**src/rtl/gafm_pkg.sv**
```systemverilog
// ----------------------------------------------------------------------------
// gafm_pkg: shared definitions for the acknowledge frame matcher
// Frame constants, widths, register indexes and the hunt phase type.
// ----------------------------------------------------------------------------
package gafm_pkg;

    localparam int BYTE_W     = 8;
    localparam int LIMIT_W    = 16;
    localparam int CFG_IDX_W  = 2;
    localparam int CFG_DATA_W = 16;
    localparam int IDX_W      = 3;

    localparam logic [BYTE_W-1:0] SYNC_FIRST  = 8'hB5;
    localparam logic [BYTE_W-1:0] SYNC_SECOND = 8'h62;
    localparam logic [BYTE_W-1:0] ACK_CLASS   = 8'h05;
    localparam logic [BYTE_W-1:0] ACK_ID      = 8'h01;
    localparam logic [BYTE_W-1:0] LEN_LOW     = 8'h02;
    localparam logic [BYTE_W-1:0] LEN_HIGH    = 8'h00;

    localparam logic [LIMIT_W-1:0] LIMIT_RESET = 16'd1200;

    // Register indexes on the configuration channel.
    typedef enum logic [CFG_IDX_W-1:0] {
        CFG_CLASS = 2'd0,
        CFG_ID    = 2'd1,
        CFG_LIMIT = 2'd2
    } t_cfg_idx;

    // Body byte positions.
    typedef enum logic [IDX_W-1:0] {
        POS_CLASS   = 3'd0,
        POS_ID      = 3'd1,
        POS_LEN_LO  = 3'd2,
        POS_LEN_HI  = 3'd3,
        POS_EXP_CLS = 3'd4,
        POS_EXP_ID  = 3'd5,
        POS_CK_A    = 3'd6,
        POS_CK_B    = 3'd7
    } t_pos;

    typedef enum logic [2:0] {
        PH_HUNT  = 3'b001,
        PH_SYNC2 = 3'b010,
        PH_BODY  = 3'b100
    } t_phase;

    localparam logic STATUS_ACK  = 1'b0;
    localparam logic STATUS_FAIL = 1'b1;

endpackage

```
**src/rtl/gnss_ack_frame_matcher.sv**
```systemverilog
// ----------------------------------------------------------------------------
// gnss_ack_frame_matcher: acknowledge frame matcher for a GNSS serial link
// Scans received bytes for an acknowledge frame with Fletcher checksum and
// reports a match, or a failure once the attempt count reaches the limit.
// ----------------------------------------------------------------------------
//
//  Channel   Direction  Payload                          Transfer when
//  s_axis    in         tdata[7:0] = rx_byte             s_axis_tvalid & s_axis_tready
//  m_axis    out        tdata[0] = ack_status, rest 0    m_axis_tvalid & m_axis_tready
//  cfg       in         index 0 class, 1 id, 2 limit     i_cfg_valid & o_cfg_ready
//
// One received byte is taken per cycle while the input is ready. Its whole
// effect on the scan state and the checksum is computed in the cycle of the
// transfer; a status it causes sits in the output register on the next cycle.
// The input stays ready while the output register is empty or being drained,
// so a stalled consumer holds the input back only while a status waits.
// Reset (i_rst_n low, synchronous) returns the scan to hunting for the first
// sync byte, clears the counter and loads the default register values.
// ----------------------------------------------------------------------------
module gnss_ack_frame_matcher (
    input  logic                                i_clk,
    input  logic                                i_rst_n,
    // Received bytes: [7:0] rx_byte.
    input  logic                                s_axis_tvalid,
    output logic                                s_axis_tready,
    input  logic [gafm_pkg::BYTE_W-1:0]         s_axis_tdata,
    // Results: [0] ack_status, [7:1] zero.
    output logic                                m_axis_tvalid,
    input  logic                                m_axis_tready,
    output logic [gafm_pkg::BYTE_W-1:0]         m_axis_tdata,
    // Register writes.
    input  logic                                i_cfg_valid,
    output logic                                o_cfg_ready,
    input  logic [gafm_pkg::CFG_IDX_W-1:0]      i_cfg_index,
    input  logic [gafm_pkg::CFG_DATA_W-1:0]     i_cfg_data
);
    import gafm_pkg::*;

    // Configuration registers.
    logic [BYTE_W-1:0]  r_exp_class;
    logic [BYTE_W-1:0]  r_exp_id;
    logic [LIMIT_W-1:0] r_limit;

    // Scan state.
    t_phase             r_phase,    n_phase;
    logic [IDX_W-1:0]   r_index,    n_index;
    logic [BYTE_W-1:0]  r_sum_a,    n_sum_a;
    logic [BYTE_W-1:0]  r_sum_b,    n_sum_b;
    logic               r_mismatch, n_mismatch;
    logic [LIMIT_W-1:0] r_count,    n_count;

    // Output register.
    logic               r_out_valid, n_out_valid;
    logic               r_out_status, n_out_status;

    logic               in_xfer;
    logic               emit;
    logic               emit_status;
    logic [BYTE_W-1:0]  rx;
    logic [BYTE_W-1:0]  exp_byte;
    logic [BYTE_W-1:0]  sum_a_upd;
    logic [LIMIT_W-1:0] count_inc;
    logic               limit_hit;
    logic               body_bad;

    assign o_cfg_ready   = 1'b1;
    assign s_axis_tready = !r_out_valid || m_axis_tready;
    assign in_xfer       = s_axis_tvalid && s_axis_tready;
    assign rx            = s_axis_tdata;

    assign m_axis_tvalid = r_out_valid;
    assign m_axis_tdata  = {{(BYTE_W-1){1'b0}}, r_out_status};

    // A failed attempt bumps the counter; reaching the limit reports failure.
    assign count_inc = r_count + LIMIT_W'(1);
    assign limit_hit = (count_inc >= r_limit);
    assign sum_a_upd = r_sum_a + rx;

    // Byte the current body position must carry.
    always_comb begin
        case (t_pos'(r_index))
            POS_CLASS:   exp_byte = ACK_CLASS;
            POS_ID:      exp_byte = ACK_ID;
            POS_LEN_LO:  exp_byte = LEN_LOW;
            POS_LEN_HI:  exp_byte = LEN_HIGH;
            POS_EXP_CLS: exp_byte = r_exp_class;
            POS_EXP_ID:  exp_byte = r_exp_id;
            POS_CK_A:    exp_byte = r_sum_a;
            POS_CK_B:    exp_byte = r_sum_b;
            default:     exp_byte = r_sum_b;
        endcase
    end

    assign body_bad = r_mismatch || (rx != exp_byte);

    always_comb begin
        n_phase     = r_phase;
        n_index     = r_index;
        n_sum_a     = r_sum_a;
        n_sum_b     = r_sum_b;
        n_mismatch  = r_mismatch;
        n_count     = r_count;
        emit        = 1'b0;
        emit_status = STATUS_FAIL;

        if (in_xfer) begin
            case (r_phase)
                PH_SYNC2: begin
                    if (rx == SYNC_SECOND) begin
                        n_phase    = PH_BODY;
                        n_index    = '0;
                        n_sum_a    = '0;
                        n_sum_b    = '0;
                        n_mismatch = 1'b0;
                    end else begin
                        // The wrong byte is consumed, not rescanned as sync 1.
                        n_phase = PH_HUNT;
                        emit    = limit_hit;
                        n_count = limit_hit ? '0 : count_inc;
                    end
                end
                PH_BODY: begin
                    n_mismatch = body_bad;
                    if (r_index < IDX_W'(POS_CK_A)) begin
                        n_sum_a = sum_a_upd;
                        n_sum_b = r_sum_b + sum_a_upd;
                    end
                    if (r_index != IDX_W'(POS_CK_B)) begin
                        n_index = r_index + IDX_W'(1);
                    end else begin
                        n_phase = PH_HUNT;
                        n_index = '0;
                        if (!body_bad) begin
                            n_count     = '0;
                            emit        = 1'b1;
                            emit_status = STATUS_ACK;
                        end else begin
                            emit    = limit_hit;
                            n_count = limit_hit ? '0 : count_inc;
                        end
                    end
                end
                default: begin
                    // Hunting for the first sync byte.
                    if (rx == SYNC_FIRST) begin
                        n_phase = PH_SYNC2;
                    end else begin
                        n_phase = PH_HUNT;
                        emit    = limit_hit;
                        n_count = limit_hit ? '0 : count_inc;
                    end
                end
            endcase
        end
    end

    // The output register drains on a transfer and refills from a new byte.
    always_comb begin
        n_out_valid  = r_out_valid && !m_axis_tready;
        n_out_status = r_out_status;
        if (emit) begin
            n_out_valid  = 1'b1;
            n_out_status = emit_status;
        end
    end

    always_ff @(posedge i_clk) begin
        if (!i_rst_n) begin
            r_exp_class <= '0;
            r_exp_id    <= '0;
            r_limit     <= LIMIT_RESET;
        end else if (i_cfg_valid && o_cfg_ready) begin
            case (t_cfg_idx'(i_cfg_index))
                CFG_CLASS: r_exp_class <= i_cfg_data[BYTE_W-1:0];
                CFG_ID:    r_exp_id    <= i_cfg_data[BYTE_W-1:0];
                CFG_LIMIT: r_limit     <= i_cfg_data[LIMIT_W-1:0];
                default:   ;
            endcase
        end
    end

    always_ff @(posedge i_clk) begin
        if (!i_rst_n) begin
            r_phase     <= PH_HUNT;
            r_index     <= '0;
            r_sum_a     <= '0;
            r_sum_b     <= '0;
            r_mismatch  <= 1'b0;
            r_count     <= '0;
            r_out_valid <= 1'b0;
        end else begin
            r_phase     <= n_phase;
            r_index     <= n_index;
            r_sum_a     <= n_sum_a;
            r_sum_b     <= n_sum_b;
            r_mismatch  <= n_mismatch;
            r_count     <= n_count;
            r_out_valid <= n_out_valid;
        end
    end

    always_ff @(posedge i_clk) begin
        r_out_status <= n_out_status;
    end

endmodule

```
**config.mk**
```make
export PLATFORM = sky130hd
export DESIGN_NAME = gnss_ack_frame_matcher
export DESIGN_NICKNAME = d
export VERILOG_FILES = /design/src/rtl/gafm_pkg.sv /design/src/rtl/gnss_ack_frame_matcher.sv
export SDC_FILE = /design/constraint.sdc
export NUM_CORES = 1
export LEC_CHECK = 0
export BUFFER_PORTS_ARGS = -buffer_cell sky130_fd_sc_hd__buf_2
export CAP_MARGIN = 10
export CORE_MARGIN = 3
export CORE_UTILIZATION = 60
export DETAILED_ROUTE_END_ITERATION = 6
export PLACE_DENSITY = 0.8
export SYNTH_ARGS = -nofsm -noshare
export SYNTH_HDL_FRONTEND = slang
export SYNTH_SLANG_ARGS = --single-unit
```
**constraint.sdc**
```tcl
create_clock -name i_clk -period 5.75 [get_ports i_clk]
set_input_delay 0.2875 -clock i_clk [delete_from_list [all_inputs] [get_ports i_clk]]
set_output_delay 0.2875 -clock i_clk [all_outputs]
set_load 0.01 [all_outputs]
```
## After elaboration in Yosys (flattened, before gate mapping)

Index checks and enable logic that the tools add are counted.

- Logic and storage cells: 85
- Flip-flop bits (word level): 73
- Output and inout port bits: 11
- Input bits: 31

- Muxes and demuxes: 29
- Reductions and logical operators: 17
- Order comparisons: 2
- $add $sub $neg: 4
- Equality and inequality tests: 20
- Bitwise operators: 2

Operator list:

| cell | count |
|---|---|
| two-way mux 16 bit | 5 |
| one-hot mux 8 bit (8 select lines) | 1 |
| one-hot mux 16 bit (2 select lines) | 1 |
| one-hot mux 8 bit (2 select lines) | 2 |
| two-way mux 8 bit | 3 |
| adder 16 x 1 -> 16 bit, second input constant | 1 |
| adder 8 bit | 2 |
| greater-or-equal comparator 16 bit | 1 |
| == test 3 bit, second input constant | 5 |
| two-way mux 3 bit | 4 |
| one-hot mux 3 bit (2 select lines) | 2 |
| == test 3 x 2 -> 1 bit, second input constant | 3 |
| == test 8 x 7 -> 1 bit, second input constant | 1 |
| == test 8 bit, second input constant | 1 |
| two-way mux 1 bit | 8 |
| != test 2 bit, second input constant | 4 |
| != test 8 bit | 1 |
| AND reduction 2 bit | 4 |
| AND reduction 4 bit | 2 |
| one-hot mux 1 bit (2 select lines) | 2 |
| adder 3 x 1 -> 3 bit, second input constant | 1 |
| == test 3 x 1 -> 1 bit, second input constant | 1 |
| logical NOT 3 bit | 1 |
| less-than comparator 3 bit, second input constant | 1 |
| other kinds (13) | 17 |

## Longest topological paths before layout

Gate-level depths: netlist of the first run.

- Word-level depth: 9
- Depth in mapped cells: 14

## Worst setup path after synthesis of the first run

OpenSTA, ideal clock, no wires.

- Kind: reg-to-reg
- Start point: register r_count[0]
- End point: register r_count[14]
- Cell stages (with the launch flop): 15
- Path buffers: 1
- Clock period less this slack: 3007 ps
- Data required time: 5680 ps
- Setup slack: 2743 ps
- Data arrival time: 2937 ps
- Cell sequence: dfxtp_1 > ha_1 > nand3_1 > nor3_1 > and3_1 > and3_1 > xor2_1 > ha_1 > a21o_1 > a21o_1 > a21oi_1 > o21a_1 > clkbuf_1 > nand4_1 > a21oi_1

- Word-level cells in the longest chain between the ends: 6
- Elaborated cells on any way between the ends: 8
- Those cells by class: add/sub: 1; order compare: 1; mux: 6

Ends and longest elaborated chain:

| item | line | source |
|---|---|---|
| start, declared | gnss_ack_frame_matcher.sv:50 | `logic [LIMIT_W-1:0] r_count, n_count;` |
| start signal, assigned | gnss_ack_frame_matcher.sv:197 | `r_count <= n_count;` |
| adder 16 x 1 -> 16 bit (*) | gnss_ack_frame_matcher.sv:75 | `assign count_inc = r_count + LIMIT_W'(1);` |
| greater-or-equal comparator 16 bit | gnss_ack_frame_matcher.sv:76 | `assign limit_hit = (count_inc >= r_limit);` |
| two-way mux 16 bit (*) | gnss_ack_frame_matcher.sv:119, gnss_ack_frame_matcher.sv:139, gnss_ack_frame_matcher.sv:150 |  |
| two-way mux 16 bit | gnss_ack_frame_matcher.sv:133 | `if (!body_bad) begin` |
| two-way mux 16 bit | gnss_ack_frame_matcher.sv:128 | `if (r_index != IDX_W'(POS_CK_B)) begin` |
| one-hot mux 16 bit (2 select lines) (*) | gnss_ack_frame_matcher.sv:107 | `case (r_phase)` |

Mark *: on every way between the ends. The rest lies on a longest branch, timed or not. The select of a mux whose other input is x is not followed.
A chain may end at the register's enable or synchronous reset.

## Final worst setup path of the first run

- Start point: register r_count[0]
- End point: register r_count[15]

Same word-level chain as after synthesis.

==> results of run 1 <==
## per-layer routing
metal	part of all wire [%]	vias to the layer above
met4	1.4	0
met5	0	-
met1	46	1946
met2	45	149
met3	7.2	19
li1	-	1993
## stage by stage
| step | setup WS (ns) | utilization (%) |
|---|---|---|
| floorplan | 2.74 | - |
| global placement | 2.19 | 64.9 |
| detailed placement | 2.11 | 64.9 |
| CTS | 2.05 | 68.1 |
| global route | 1.71 | 68.1 |
| finish | 1.97 | 68.1 |
## final cells by class
cell class / instances / area (um^2)
clock inverter: 5 / 67.6
sequential: 73 / 1470
timing repair buffer: 36 / 188
tap: 99 / 124
fill: 609 / 2350
inverter: 30 / 113
clock buffer: 11 / 163
multi-input combinational: 422 / 2890
## state kept, by name, indices dropped and copies added, names as in the netlist
signal	count
r_limit	16
r_mismatch	1
r_exp_class	8
r_count	16
r_out_status	1
m_axis_tvalid	1
r_sum_b	8
r_sum_a	8
r_exp_id	8
r_phase	3
r_index	3
## power by group through the flow
stage | logic (uW) | registers, uW | clock network, uW
after floorplan | 70.8 | 532 | 0
after CTS | 98.4 | 522 | 466
final | 99.3 | 522 | 465
after detailed placement | 97.8 | 533 | 0
after global routing | 110 | 523 | 487
after global placement | 93.5 | 533 | 0
## worst paths after layout
kind	slack [ns]	from	to	cells past startpoint
max	1.97	r_count[0]	r_count[15]	13
min	0.15	i_cfg_data[10]	r_limit[10]	3
max reg2reg	1.97	r_count[0]	r_count[15]	13
min reg2reg	0.46	r_limit[13]	r_limit[13]	2
## cells in the final DEF (no fill, tap or decap), types with 5 or more instances in the layout
cell type	n
o21ai_1	10
nand2b_1	11
a21o_1	7
xnor2_1	18
conb_1	8
nor3_1	8
a22o_1	7
clkbuf_8	10
and3_1	7
xor2_1	15
ha_1	37
o211ai_1	9
mux2i_1	22
nor2_1	49
inv_1	28
a21oi_1	45
dfxtp_1	72
nand2_1	61
nand3_1	18
buf_2	33
a41oi_1	6
nand4_1	11
a222oi_1	5
## cell families after synthesis
group,synth area share (%)
XOR/XNOR,6.21
adder cells (fa/ha/maj),10.8
multiplexers,4.98
other,0.161
AND/OR/NAND/NOR,21.4
buffers and inverters,6.72
AO/OA/AOI/OAI,18.1
flip-flops,31.6
## worst max-delay path: stages, from the launching register on
cell     delay (ns)
dfxtp_1        0.42
ha_1           0.26
nand3_1        0.16
nor3_1         0.50
and3_1         0.31
and3_1         0.23
xor2_1         0.09
ha_1           0.18
a21o_1         0.15
a21o_1         0.16
a21oi_1        0.13
o21a_1         0.64
and3_4         0.36
a22o_1         0.14
==> results.cfg, run 1 <==
[clocking]
numCtsBuffers = 9
cts.sinks = 73
worstSkewPairLatency_ns = 0.37
path_clk_slew_ns = 0.09
postCtsSetupBuffers = 0
cts-hold-fix-buffers = 0
cts_resized = 0
cts_root_buffer = clkbuf_8
clk_path_buf_depth = 2
cts_tree = done
htree_levels = 3

[power]
pwr-share-comb_pct = 9.1
power.density_nw_per_um2 = 216
p_leak_uw = 0.00213
switchingPower_uw = 285
pwr-share-clk_pct = 42.8
pwr-share-seq_pct = 48.1
peakVddDrop_mv = 0.189
power_uw = 1090
p_int_uw = 801
p_sw_share_pct = 26.2

[final_layout]
final_cell_count_no_fill = 676
drive_gt1_share_pct = 11.8
antenna_cells = 0
num-nets-final = 642
syn_to_final_growth_pct = 7.83
fin_area_um2 = 5020

[timing]
min_period_ns = 3.78
rsz0062_at_grt = no
slew_viol_final = 0
maxSlewHeadroom_pct = 40.2
skew_ns = 0.00687
tightest_slew_ns = 0.893
hold_viol_final = 0
max_freq_mhz = 264
fin_tns_setup_ns = 0
fin_crit_sh_pct = 65.8
holdWs_ns = 0.147
finalSetupViolCount = 0

[synth]
synth.area.top_cells = dfxtp_1 (31%), ha_1 (10%), nand2_1 (4.9%)
synth.most_common_cell = dfxtp_1
yosys.area.top_type_share_pct = 31.0
synth-async-reset-ratio_pct = 0
ys_types = 69
synthFlopType = dfxtp_1
ys_ff_latch = 73
synth_top_area_cell = dfxtp_1
yosys_warnings = 0
seq_area_frac_synth_pct = 31.6
synth_cells = 557
synth_edf_count = 1
synth.avg_cell_area_um2 = 8.35
yosys-top-cells-count = dfxtp_1 (72), nand2_1 (61), nor2_1 (49)
syn_area_um2 = 4650

[placement]
dp_cells = 660
gp_congestion = 0.880
port_buffers = 33
placed_area_um2 = 4790
dp_hpwl_mm = 8.08

[route]
dr.first_iter.drc_count = 322
via_per_inst = 6.08
wl_per_cell_um = 16.4
firstDrtPassIters = 5
via_count = 4107
postRouteAntennaNets = 0
drc = 0
wl_mm = 11.1

[floorplanning]
die_height_um = 94.1
die_w_um = 94.1
start_util_pct = 63.1
fp.dieArea_um2 = 8850
io_pins = 42
core_area_um2 = 7370
rows = 31

[global_route]
antenna_found_initial = 0
overflow = 0
grt_util_met2_pct = 40.3
grt_pass1_wl_mm = 18.5
track_usage_pct = 26.7
gr-usage-met3_pct = 6.33
gr-max-usage-layer = met2
grt_pass1_vias = 3832
gr-usage-met1_pct = 37.9
grt_max_degree = 42

[setup_path]
end_kind = register
critPathLaunchType = register
crit_required_ns = 6.06
arrival_ns = 4.09
crit_fanout = 21
worstSetupPathType = register to register

[job]
cap_violations = 0

[status]
status = finished, final reports clean

[hold_path]
hold_class = input pin to register
(Power assumes the default switching activity.)
==> inputs of run 2 (changes only) <==
Settings changed: ABC_AREA from default to 1, CORE_UTILIZATION 60 to 55, PLACE_DENSITY 0.8 to 0.77.
Clock period 5.75 ns to 3.43 ns, I/O delays scaled along.
==> run 2 against run 1 <==
Net effect:
- critical path type unchanged
- clock power grew 52%
- global-route usage fell by 3.3 points
- first-iteration DRC count down 8.7%
- highest routed layer unchanged
- worst hold slack got worse by 0.11 ns
- core utilization decreased by 5.4 points
- critical endpoint is now r_out_status
- synthesized cell count up 25%
- synthesized area rose by 5.1%
- die area is 14% higher
==> results.cfg, run 2 <==
[hold_path]
hp-start = i_cfg_data[10]
min_path_cells = 3
hold_class = input pin to register

[synth]
synth.avg_cell_area_um2 = 7.04
synth_top_family_by_area = simple AND/OR/NAND/NOR gates
synthFlopType = dfxtp_1
synth_cells = 694
synthAdderAreaFrac_pct = 10.3
seq_area_frac_synth_pct = 30.1
synth-async-reset-ratio_pct = 0
syn_area_um2 = 4890
ys_ff_latch = 73
ys_types = 40
yosys_warnings = 0
yosys.area.top_type_share_pct = 29.5
muxShareOfSynthArea_pct = 0
synth_top_area_cell = dfxtp_1
synth_xor_area_share_pct = 3.94
synth_edf_count = 1
synth.area.top_cells = dfxtp_1 (29%), nand2_1 (11%), ha_1 (9.5%)
yosys-top-cells-count = nand2_1 (141), inv_1 (82), dfxtp_1 (72)
synth.most_common_cell = nand2_1
yosys.area_share.simple_pct = 29.9
synth_compound_area_share_pct = 14.7

[timing]
fin_tns_setup_ns = 0
finalSetupViolCount = 0
max_freq_mhz = 321
maxSlewHeadroom_pct = 49.2
min_period_ns = 3.12
hold_viol_final = 0
fin_crit_sh_pct = 90.9
tightest_slew_ns = 0.756
skew_ns = 0.0131
rsz0062_at_grt = no
slew_viol_final = 0

[clocking]
cts-hold-fix-buffers = 0
worstSkewPairLatency_ns = 0.36
cts_tree = done
htree_levels = 3
cts.sinks = 73
clk_path_buf_depth = 2
cts_root_buffer = clkbuf_8
numCtsBuffers = 9
path_clk_slew_ns = 0.08

[placement]
dp_hpwl_mm = 8.56
port_buffers = 33
gp_congestion = 0.889

[power]
pwr-share-comb_pct = 10.5
pwr-share-seq_pct = 49.8
p_int_uw = 1290
pwr-share-clk_pct = 39.8
p_leak_uw = 0.00238
switchingPower_uw = 482
power.density_nw_per_um2 = 336
p_sw_share_pct = 27.1
peakVddDrop_mv = 0.217

[final_layout]
layout_common_cells = nand2_1 (141), inv_1 (82), dfxtp_1 (72)
final_common_cell = nand2_1
antenna_cells = 0
drive_gt1_share_pct = 14.4
num-nets-final = 792
fillers = 788
utilization_pct = 62.6
syn_to_final_growth_pct = 7.96
top_regs = r_count (16), r_limit (16)

[floorplanning]
start_util_pct = 58.0
die_height_um = 100
io_pins = 42
fp.dieArea_um2 = 10100
core_area_um2 = 8420
rows = 33
die_w_um = 100

[setup_path]
crit_start = r_count[0]
end_kind = register
cp_cell_sequence = ha_1, nand3_1, nor3_2, nand3_1, xor2_1, inv_1, ha_1, nand2_1, inv_1, nand3_1, nor3_1, nand2_1, nand3_1, o21ai_0, nand2_1, nand2_1, inv_1
regToRegStartpoint = r_count[0]
worstSetupPathType = register to register
crit_fanout = 4
cp_slowest_stage_delay_ns = 0.40
critPathLaunchType = register
arrival_ns = 3.20
crit_required_ns = 3.51
critPathSlowestCell = dfxtp_1
ff2ff_path_depth = 17

[job]
cap_violations = 0

[route]
via_per_inst = 5.40
via_count = 4492
wl_per_cell_um = 13.7
dr.first_iter.drc_count = 294
wl_mm = 11.4
firstDrtPassIters = 5
drc = 0
postRouteAntennaNets = 0

[status]
status = finished, final reports clean

[global_route]
grt_pass1_vias = 4087
track_usage_pct = 23.4
overflow = 0
grt_max_degree = 38
grt_pass1_wl_mm = 19.1
antenna_found_initial = 0
## run 2: cell types whose count changed in the layout (fill, tap and decap cells not counted), sizes merged, moves of 7 or more
| cell | before | now |
|---|---|---|
| a21o | 7 | 0 |
| a21oi | 45 | 68 |
| a22o | 7 | 0 |
| and3 | 8 | 0 |
| inv | 33 | 87 |
| mux2i | 22 | 0 |
| nand2 | 61 | 147 |
| nand2b | 11 | 0 |
| nand3 | 18 | 64 |
| nor2 | 51 | 70 |
| o21ai | 13 | 46 |
| xnor2 | 18 | 7 |
## run 2: metrics by stage
stage | area [um^2] | instances | hold WS [ns] | power, uW | worst slack, ns
after floorplan | 4910 | 700 | 0.302 | 1030 | 0.765
after global placement | 5020 | 810 | 0.395 | 1070 | 0.407
after detailed placement | 5020 | 810 | 0.399 | 1080 | 0.254
after CTS | 5230 | 826 | 0.0289 | 1780 | 0.234
after global routing | 5280 | 832 | 0.0656 | 1840 | 0.00442
final | 5280 | 832 | 0.0389 | 1780 | 0.314
## run 2: cell type report
cell class,count,area [um^2],share of cell area [%]
clock buffers,10,138,2.61
clock inverters,6,65.1,1.23
inverters,89,334,6.33
multi-input cells,508,2910,55.2
flip-flops and latches,73,1470,27.9
well taps,105,131,2.49
repair buffers,41,225,4.27
## run 2: layer usage
metal	wire [um]	share of wire, %	up-vias	global-route usage, %
li1	-	-	2311	-
met1	5880	51	2043	34.1
met2	4920	43	127	36.2
met3	496	4.3	11	2.92
met4	127	1.1	0	6.74
met5	0	0	-	0
## run 2: worst max-delay path, delay by kind of cell, from the launching register on
family	cells	cell delay [ns]
adder cells (fa/ha/maj)	2	0.48
flip-flops	1	0.40
AND/OR/NAND/NOR	10	1.41
buffers and inverters	3	0.23
XOR/XNOR	1	0.17
AO/OA/AOI/OAI	1	0.14
## run 2: what timing repair did
| item | 4_1_cts | 5_1_grt |
|---|---|---|
| setup buffers | 0 | 6 |
| setup endpoints to repair | 0 | 15 |
| resized for setup | 0 | 1 |
## run 2: final timing paths
path	end	slack (ns)
hold / removal	r_limit[10]	0.04
hold reg to reg	r_limit[15]	0.47
setup reg to reg	r_out_status	0.31
setup / recovery	r_out_status	0.31
## run 2: power groups by stage
stage / Clock [uW] / Sequential, uW / Combinational [uW]
final: 706 / 884 / 186
after CTS: 716 / 883 / 179
after global routing: 747 / 886 / 211
after detailed placement: 0 / 903 / 178
after floorplan: 0 / 900 / 131
after global placement: 0 / 902 / 172
## run 2: cell families after synthesis
logic type | count (synthesis)
xor gates and xnor gates | 22
buffers and inverters | 119
other | 2
and+or+nand+nor | 310
AOI/OAI and AO/OA | 129
adders and majority gates | 39
DFF | 73
